### config.mk
export PLATFORM = sky130hd
export DESIGN_NAME = tga_image_stream_decoder_top
export DESIGN_NICKNAME = d
export VERILOG_FILES = /design/src/design/tgad_pkg.sv /design/src/design/tga_image_stream_decoder_top.sv /design/src/design/tgad_step.sv
export SDC_FILE = /design/constraint.sdc
export NUM_CORES = 1
export LEC_CHECK = 0
export BUFFER_PORTS_ARGS = -buffer_cell sky130_fd_sc_hd__buf_4
export CAP_MARGIN = 20
export CORE_MARGIN = 3
export CORE_UTILIZATION = 46
export CTS_CLUSTER_SIZE = 28
export DETAILED_ROUTE_END_ITERATION = 10
export PLACE_DENSITY = 0.7
export SYNTH_ARGS = -nofsm -noshare
export SYNTH_HDL_FRONTEND = slang
export SYNTH_SLANG_ARGS = --single-unit
### constraint.sdc
create_clock -name clk -period 11 [get_ports clk]
set_clock_uncertainty 0.2 [all_clocks]
set_input_delay 1.1 -clock clk [delete_from_list [all_inputs] [get_ports clk]]
set_output_delay 1.1 -clock clk [all_outputs]
set_load 0.05 [all_outputs]
### src/design/tgad_pkg.sv
// ----------------------------------------------------------------------------
// tgad_pkg
// Types and constants shared by the TGA stream decoder modules.
// ----------------------------------------------------------------------------
`default_nettype none

package tgad_pkg;

  // Result kinds
  localparam logic [1:0] KIND_HDR_OK   = 2'd0;
  localparam logic [1:0] KIND_PIXEL    = 2'd1;
  localparam logic [1:0] KIND_BAD_SIG  = 2'd2;
  localparam logic [1:0] KIND_BAD_SIZE = 2'd3;

  // Image type codes found in signature byte 2
  localparam logic [7:0] IMG_TYPE_RAW = 8'd2;
  localparam logic [7:0] IMG_TYPE_RLE = 8'd10;

  // Supported pixel depths
  localparam logic [7:0] DEPTH_24 = 8'd24;
  localparam logic [7:0] DEPTH_32 = 8'd32;

  // RLE packet header: top bit marks a repeated pixel
  localparam logic [7:0] RLE_RUN_FLAG = 8'd128;
  localparam logic [7:0] RLE_RUN_BIAS = 8'd127;

  typedef enum logic [2:0] {
    PH_WAIT   = 3'b001,
    PH_HEADER = 3'b010,
    PH_PIXELS = 3'b100
  } phase_t;

  typedef struct packed {
    logic [7:0] data_byte;
    logic       file_start;
  } in_item_t;

  typedef struct packed {
    logic [1:0]  kind;
    logic [15:0] image_width;
    logic [15:0] image_height;
    logic        has_alpha;
    logic [7:0]  red;
    logic [7:0]  green;
    logic [7:0]  blue;
    logic [7:0]  alpha;
    logic [7:0]  repeat_res;
    logic        last_run;
    logic        clamped;
  } out_item_t;

  typedef struct packed {
    phase_t      phase;
    logic [4:0]  header_position;
    logic [1:0]  signature_matches;  // bit 0 raw candidate, bit 1 RLE candidate
    logic [15:0] width_store;
    logic [15:0] height_store;
    logic        alpha_mode;
    logic        rle_mode;
    logic [31:0] pixels_left;
    logic [7:0]  packet_left;
    logic        packet_is_run;
    logic [1:0]  colour_byte_index;
    logic [23:0] colour_hold;
  } dec_state_t;

endpackage

`default_nettype wire

### src/design/tga_image_stream_decoder_top.sv
// ----------------------------------------------------------------------------
// tga_image_stream_decoder_top
// TGA (type 2 raw / type 10 RLE, 24/32 bpp) byte stream decoder with
// valid/ready channels, an input register and an output register.
// ----------------------------------------------------------------------------
// A byte is first held in the input register; its result, if any, is then registered in the output register.
// Throughput: one byte per cycle; the input register drains into the
// decode logic whenever the output register is empty or being taken.
// Reset: synchronous, active low; clears both valid flags and returns the
// decoder to waiting for a file start.
`default_nettype none

module tga_image_stream_decoder_top
  import tgad_pkg::*;
(
  input  wire        clk,
  input  wire        rst_n,
  input  wire        in_valid,
  output logic       in_ready,
  input  in_item_t   in_data,
  output logic       out_valid,
  input  wire        out_ready,
  output out_item_t  out_data
);

  in_item_t   in_data_r;
  logic       in_valid_r;
  out_item_t  out_data_r;
  logic       out_valid_r;
  dec_state_t state_r;
  dec_state_t state_nxt;
  out_item_t  step_result;
  logic       step_has_result;
  logic       advance;

  // Move the held byte through the decoder when the output slot frees up
  assign advance  = in_valid_r && (!out_valid_r || out_ready);
  assign in_ready = !in_valid_r || advance;

  tgad_step u_step (
    .state_cur  (state_r),
    .item       (in_data_r),
    .state_nxt  (state_nxt),
    .result     (step_result),
    .has_result (step_has_result)
  );

  // Input register
  always_ff @(posedge clk) begin
    if (!rst_n) begin
      in_valid_r <= 1'b0;
    end else if (in_ready) begin
      in_valid_r <= in_valid;
    end
    if (in_ready && in_valid) begin
      in_data_r <= in_data;
    end
  end

  // Decoder state
  always_ff @(posedge clk) begin
    if (!rst_n) begin
      state_r.phase             <= PH_WAIT;
      state_r.header_position   <= 5'd0;
      state_r.signature_matches <= 2'b11;
      state_r.width_store       <= 16'd0;
      state_r.height_store      <= 16'd0;
      state_r.alpha_mode        <= 1'b0;
      state_r.rle_mode          <= 1'b0;
      state_r.pixels_left       <= 32'd0;
      state_r.packet_left       <= 8'd0;
      state_r.packet_is_run     <= 1'b0;
      state_r.colour_byte_index <= 2'd0;
      state_r.colour_hold       <= 24'd0;
    end else if (advance) begin
      state_r <= state_nxt;
    end
  end

  // Output register
  always_ff @(posedge clk) begin
    if (!rst_n) begin
      out_valid_r <= 1'b0;
    end else if (advance && step_has_result) begin
      out_valid_r <= 1'b1;
    end else if (out_ready) begin
      out_valid_r <= 1'b0;
    end
    if (advance && step_has_result) begin
      out_data_r <= step_result;
    end
  end

  assign out_valid = out_valid_r;
  assign out_data  = out_data_r;

  // A pixel phase always has pixels still to deliver
  a_pixels_pending : assert property (@(posedge clk) disable iff (!rst_n)
    (state_r.phase == PH_PIXELS) |-> (state_r.pixels_left != 32'd0))
    else $error("pixel phase with no pixels left");

  // Only pixel runs can close the image, and they carry at least one pixel
  a_last_is_pixel : assert property (@(posedge clk) disable iff (!rst_n)
    (out_valid_r && out_data_r.last_run) |-> (out_data_r.kind == KIND_PIXEL))
    else $error("last_run on a non-pixel result");

  a_run_nonzero : assert property (@(posedge clk) disable iff (!rst_n)
    (out_valid_r && (out_data_r.kind == KIND_PIXEL)) |-> (out_data_r.repeat_res != 8'd0))
    else $error("pixel run with zero repeat count");

  // Header parsing never runs past the descriptor byte
  a_header_bound : assert property (@(posedge clk) disable iff (!rst_n)
    (state_r.phase == PH_HEADER) |-> (state_r.header_position <= 5'd17))
    else $error("header position past descriptor");

endmodule

`default_nettype wire

### src/design/tgad_step.sv
// ----------------------------------------------------------------------------
// tgad_step
// Next-state and result logic for one file byte: header parse, RLE packet
// tracking, pixel assembly and run clamping.
// ----------------------------------------------------------------------------
`default_nettype none

module tgad_step
  import tgad_pkg::*;
(
  input  dec_state_t state_cur,
  input  in_item_t   item,
  output dec_state_t state_nxt,
  output out_item_t  result,
  output logic       has_result
);

  // Header byte positions
  localparam logic [4:0] POS_TYPE     = 5'd2;
  localparam logic [4:0] POS_SIG_LAST = 5'd11;
  localparam logic [4:0] POS_WIDTH_LO = 5'd12;
  localparam logic [4:0] POS_WIDTH_HI = 5'd13;
  localparam logic [4:0] POS_HGT_LO   = 5'd14;
  localparam logic [4:0] POS_HGT_HI   = 5'd15;
  localparam logic [4:0] POS_DEPTH    = 5'd16;

  always_comb begin
    dec_state_t st;
    out_item_t  res;
    logic       has;
    logic [4:0] pos;
    logic [7:0] b;
    logic [7:0] want_raw;
    logic [7:0] want_rle;
    logic [7:0] depth;
    logic [7:0] want;
    logic [7:0] rep;
    logic [1:0] last_idx;
    logic       ok;
    logic       over;
    logic       clip;
    logic [31:0] pl_nxt;

    st       = state_cur;
    res      = '0;
    has      = 1'b0;
    b        = item.data_byte;
    pos      = 5'd0;
    want_raw = 8'd0;
    want_rle = 8'd0;
    depth    = 8'd0;
    want     = 8'd0;
    rep      = 8'd0;
    last_idx = 2'd2;
    ok       = 1'b0;
    over     = 1'b0;
    clip     = 1'b0;
    pl_nxt   = 32'd0;

    // Restart on a file start marker, whatever the current phase
    if (item.file_start) begin
      st.phase             = PH_HEADER;
      st.header_position   = 5'd0;
      st.signature_matches = 2'b11;
      st.width_store       = 16'd0;
      st.height_store      = 16'd0;
      st.colour_hold       = 24'd0;
      st.colour_byte_index = 2'd0;
      st.packet_left       = 8'd0;
      st.packet_is_run     = 1'b0;
      st.pixels_left       = 32'd0;
    end

    pos = st.header_position;

    case (st.phase)
      PH_HEADER: begin
        if (pos < POS_WIDTH_LO) begin
          // Signature: only the type byte may be nonzero
          want_raw = (pos == POS_TYPE) ? IMG_TYPE_RAW : 8'd0;
          want_rle = (pos == POS_TYPE) ? IMG_TYPE_RLE : 8'd0;
          if (b != want_raw) st.signature_matches[0] = 1'b0;
          if (b != want_rle) st.signature_matches[1] = 1'b0;
          st.header_position = pos + 5'd1;
          if (pos == POS_SIG_LAST) begin
            if (st.signature_matches == 2'b00) begin
              res.kind = KIND_BAD_SIG;
              has      = 1'b1;
              st.phase = PH_WAIT;
            end else begin
              st.rle_mode = ~st.signature_matches[0];
            end
          end
        end else begin
          st.header_position = pos + 5'd1;
          case (pos)
            POS_WIDTH_LO: st.width_store[7:0]   = b;
            POS_WIDTH_HI: st.width_store[15:8]  = b;
            POS_HGT_LO:   st.height_store[7:0]  = b;
            POS_HGT_HI:   st.height_store[15:8] = b;
            POS_DEPTH:    st.colour_hold        = {16'd0, b};
            default: begin
              // Descriptor byte: check size and depth, report header
              depth = st.colour_hold[7:0];
              ok = ((depth == DEPTH_24) || (depth == DEPTH_32)) &&
                   (st.width_store != 16'd0) && (st.height_store != 16'd0);
              st.alpha_mode        = (depth == DEPTH_32);
              res.image_width      = st.width_store;
              res.image_height     = st.height_store;
              res.has_alpha        = st.alpha_mode;
              st.colour_hold       = 24'd0;
              st.colour_byte_index = 2'd0;
              st.packet_left       = 8'd0;
              st.packet_is_run     = 1'b0;
              has                  = 1'b1;
              if (!ok) begin
                res.kind = KIND_BAD_SIZE;
                st.phase = PH_WAIT;
              end else begin
                res.kind       = KIND_HDR_OK;
                st.pixels_left = {16'd0, st.width_store} * {16'd0, st.height_store};
                st.phase       = PH_PIXELS;
              end
            end
          endcase
        end
      end

      PH_PIXELS: begin
        last_idx = st.alpha_mode ? 2'd3 : 2'd2;
        if (st.rle_mode && (st.packet_left == 8'd0)) begin
          // Packet header byte
          if (b < RLE_RUN_FLAG) begin
            st.packet_left   = b + 8'd1;
            st.packet_is_run = 1'b0;
          end else begin
            st.packet_left   = b - RLE_RUN_BIAS;
            st.packet_is_run = 1'b1;
          end
        end else if (st.colour_byte_index < last_idx) begin
          // Collect colour bytes in file order: B, G, R
          case (st.colour_byte_index)
            2'd0:    st.colour_hold[7:0]   = b;
            2'd1:    st.colour_hold[15:8]  = b;
            2'd2:    st.colour_hold[23:16] = b;
            default: ;
          endcase
          st.colour_byte_index = st.colour_byte_index + 2'd1;
        end else begin
          // Final byte of the pixel: emit the run
          if (st.alpha_mode) begin
            res.red   = st.colour_hold[23:16];
            res.alpha = b;
          end else begin
            res.red   = b;
            res.alpha = 8'd0;
          end
          res.green            = st.colour_hold[15:8];
          res.blue             = st.colour_hold[7:0];
          st.colour_byte_index = 2'd0;

          if (st.rle_mode && st.packet_is_run) begin
            want           = st.packet_left;
            st.packet_left = 8'd0;
            over           = {24'd0, want} > st.pixels_left;
            rep            = over ? st.pixels_left[7:0] : want;
            clip           = over;
          end else begin
            rep = (st.pixels_left != 32'd0) ? 8'd1 : 8'd0;
            if (st.rle_mode) begin
              clip           = (st.pixels_left <= 32'd1) && (st.packet_left > 8'd1);
              st.packet_left = st.packet_left - 8'd1;
            end
          end

          pl_nxt         = st.pixels_left - {24'd0, rep};
          st.pixels_left = pl_nxt;
          res.kind       = KIND_PIXEL;
          res.repeat_res = rep;
          res.last_run   = (pl_nxt == 32'd0);
          res.clamped    = clip;
          has            = 1'b1;
          if (pl_nxt == 32'd0) st.phase = PH_WAIT;
        end
      end

      default: ;
    endcase

    state_nxt  = st;
    result     = res;
    has_result = has;
  end

endmodule

`default_nettype wire
==> flow_summary.json <==
{
  "run_status": "completed",
  "synth_area_um2": 19100,
  "critPathCaptureType": "flop",
  "worst_margin_pin_slew_ns": 1.21,
  "vias_in_the_first_global_route": 16301,
  "layout-drive-gt1-share_pct": 8.07,
  "timing.final.hold_violations": 0,
  "power.leakage_uw": 0.00891,
  "synth_sequential_area_ratio_pct": 25.4,
  "num_vias": 16188,
  "routedWlPerCell_um": 19.4,
  "drtIter0Drc": 1430,
  "die_width_um": 210,
  "stdcell_area_um2": 20800,
  "final_net_count": 2567,
  "holdPathEnd": "state_r[41]",
  "postCtsResizedCells": 0,
  "reg2reg_from": "in_data_r[0]",
  "timing.max_cap.violations": 0,
  "clock_path_buffers": 2,
  "globalRouteOverflowTotal": 0,
  "cts_root_buffer": "sky130_fd_sc_hd__clkbuf_16",
  "final_common_cell": "sky130_fd_sc_hd__inv_1",
  "dpl-instance-area_um2": 20200,
  "timing.slew.headroom_pct": 19.2,
  "grt.total_usage_pct": 24.7,
  "hold_start": "state_r[41]",
  "ys_dominant_reg_cell": "sky130_fd_sc_hd__dfxtp_1",
  "peakVddDrop_mv": 0.105,
  "synth_area_per_cell_um2": 8.60,
  "maxSlewViolCount": 0,
  "path_class": "flop to flop",
  "nFillCells": 3783,
  "setup_viol": 0,
  "grt_setup_unrepaired": "no",
  "crit_path_max_fanout": 17,
  "yosys_warnings": 0,
  "pwr_density_cell_nw_per_um2": 76.8,
  "crit-reg2reg-capture": "state_r[60]",
  "design.portCount": 92,
  "ant_nets": 0,
  "postSynthRegisterBits": 199,
  "synth.net_count": 2557,
  "hold_buffers": 0,
  "initial_utilization_pct": 46.6,
  "multiInputGateArea_um2": 12800,
  "postSynthCellCount": 2220,
  "drt_first_pass_iters": 7,
  "yosys-top-cells-area": "sky130_fd_sc_hd__fa_1, sky130_fd_sc_hd__edfxtp_1, sky130_fd_sc_hd__dfxtp_1",
  "grt_pass1_wl_mm": 87.0,
  "total_instance_count_after_detailed_placement": 2741,
  "number_of_antenna_violations_at_the_first_check_in_global_routing": 1,
  "clk_pin_slew_ns": 0.08,
  "die-area_um2": 44000,
  "timing.setup.tns_ns": 0,
  "clk_latency_ns": 0.46,
  "portBuffers": 91,
  "die_height_um": 210,
  "aggregate_routed_wire_length_mm": 53.7,
  "insertedDiodeCount": 0,
  "floorplan.rows": 74,
  "required_ns": 11.13,
  "final_min_period_over_clock_period_pct": 73.8,
  "grt_start_max_net_pins": 87,
  "ys_async_sr_fraction_pct": 0,
  "setup.worst_path.start_class": "flop",
  "syn2layout_area_growth_pct": 8.93,
  "finish.cell_count_without_fillers": 2775,
  "synth_edf_count": 86,
  "post_drt_via_cell_ratio": 5.83,
  "tritoncts.num_buffers": 17,
  "synth_top_area_cell": "sky130_fd_sc_hd__fa_1",
  "tritoncts_num_sinks": 199,
  "leading_cell_types_in_the_layout_fill_and_taps_excluded": "sky130_fd_sc_hd__inv_1, sky130_fd_sc_hd__nand2_1, sky130_fd_sc_hd__fa_1",
  "number_of_stages_on_the_worst_hold_path": 2,
  "tritoncts": "done",
  "regToRegSetupSlack_ns": 2.88,
  "post-cts-setup-buffer-count": 0,
  "min-delay-path-class": "flop to flop",
  "postLayoutCoreUtil_pct": 50.8,
  "core-area_um2": 40900,
  "area.sequential_um2": 4840,
  "fmaxAchievable_ghz": 0.123,
  "post_route_drc": 0,
  "reg2reg_depth": 22,
  "netlist-cell-type-count": 73,
  "ctsHtreeMaxLevel": 4,
  "detailed_place_hpwl_mm": 39.6,
  "gpl.final_weighted_congestion": 0.927,
  "cp_data_arrival_time_ns": 8.25,
  "synth.top_cell.area_share_pct": 20.4,
  "final_period_minus_worst_setup_slack_ns": 8.12
}
[metrics by stage]
stage	worst slack (ns)	total power (µW)	hold slack (ns)
6_report	2.88	1600	0.290
4_1_cts	2.90	1600	0.285
2_1_floorplan	2.88	924	0.232
3_3_place_gp	3.00	979	0.255
5_1_grt	2.40	1650	0.304
3_5_place_dp	2.99	980	0.274
[worst max-delay path by stage]
stage / startpoint / endpoint / cells after the start
5_1_grt: in_data_r[0] / state_r[60] / 22
3_3_place_gp: in_data_r[0] / state_r[62] / 24
2_1_floorplan: in_data_r[0] / state_r[60] / 29
6_report: in_data_r[0] / state_r[60] / 22
3_5_place_dp: in_data_r[0] / state_r[60] / 22
4_1_cts: in_data_r[0] / state_r[60] / 22
[metal layers]
metal  vias up  GRT usage (%)  wire [µm]
li1       7417              -          -
met1      7904           33.9      22900
met2       745           39.8      24600
met3       120           4.57       4500
met4         2           7.90       1740
met5         -              0         11
[power breakdown]
| part | internal [µW] | switching, µW | total (µW) | leakage [µW] |
|---|---|---|---|---|
| clock | 303 | 324 | 627 | 0.000278 |
| combinational | 57.0 | 119 | 176 | 0.00709 |
| sequential | 772 | 21.5 | 793 | 0.00154 |
[sequential cells by signal (all words and copies together), names as in the netlist]
register    flops
in_valid_r      1
in_data_r       9
out_valid       1
out_data       77
state_r       111
[cell type report]
class,count,area share [%]
Sequential cell,199,23.3
Tap cell,532,3.20
Multi-Input combinational cell,1625,61.4
Timing Repair Buffer,123,4.52
Inverter,264,4.77
Clock buffer,17,2.05
Clock inverter,15,0.734
[cell usage after synthesis (18+ instances only)]
library cell and n:
sky130_fd_sc_hd__edfxtp_1 86, sky130_fd_sc_hd__nand2b_1 20, sky130_fd_sc_hd__a21o_1 25, sky130_fd_sc_hd__nand3_1 36
sky130_fd_sc_hd__a22oi_1 66, sky130_fd_sc_hd__nor2_1 181, sky130_fd_sc_hd__inv_1 262, sky130_fd_sc_hd__nand2_1 260
sky130_fd_sc_hd__clkbuf_1 115, sky130_fd_sc_hd__dfxtp_1 113, sky130_fd_sc_hd__nor4_1 32, sky130_fd_sc_hd__o21ai_0 82
sky130_fd_sc_hd__a21oi_1 107, sky130_fd_sc_hd__ha_1 129, sky130_fd_sc_hd__nor2b_1 33, sky130_fd_sc_hd__fa_1 195
sky130_fd_sc_hd__nor3_1 43, sky130_fd_sc_hd__xnor2_1 22, sky130_fd_sc_hd__and2_1 171, sky130_fd_sc_hd__and3_1 18
[cell families (layout without fill, tap and decap cells)]
group / after synthesis / after routing / share of synthesized area (%)
AOI/OAI and AO/OA: 407 / 407 / 13.8
xor gates and xnor gates: 39 / 39 / 1.79
adders and majority gates: 324 / 324 / 28.9
buffers and inverters: 396 / 419 / 7.83
DFF: 199 / 199 / 25.4
muxes: 13 / 13 / 0.721
and+or+nand+nor: 842 / 842 / 21.6
[worst max-delay path: stages, from the launching register on]
cell and delay, ns:
sky130_fd_sc_hd__edfxtp_1 0.62, sky130_fd_sc_hd__nor2b_1 1.01, sky130_fd_sc_hd__and2_1 0.27, sky130_fd_sc_hd__fa_1 0.41, sky130_fd_sc_hd__inv_1 0.09, sky130_fd_sc_hd__fa_1 0.41
sky130_fd_sc_hd__fa_1 0.52, sky130_fd_sc_hd__inv_1 0.04, sky130_fd_sc_hd__ha_1 0.30, sky130_fd_sc_hd__fa_1 0.54, sky130_fd_sc_hd__inv_1 0.06, sky130_fd_sc_hd__fa_1 0.59
sky130_fd_sc_hd__inv_1 0.06, sky130_fd_sc_hd__ha_1 0.38, sky130_fd_sc_hd__a21o_1 0.24, sky130_fd_sc_hd__o41ai_2 0.54, sky130_fd_sc_hd__o21ai_0 0.27, sky130_fd_sc_hd__o31ai_1 0.60
sky130_fd_sc_hd__o21ai_0 0.20, sky130_fd_sc_hd__xnor2_1 0.19, sky130_fd_sc_hd__a21oi_1 0.09, sky130_fd_sc_hd__a211oi_1 0.25, sky130_fd_sc_hd__a21oi_1 0.09
Note: power is estimated with default switching activity, not from simulation.
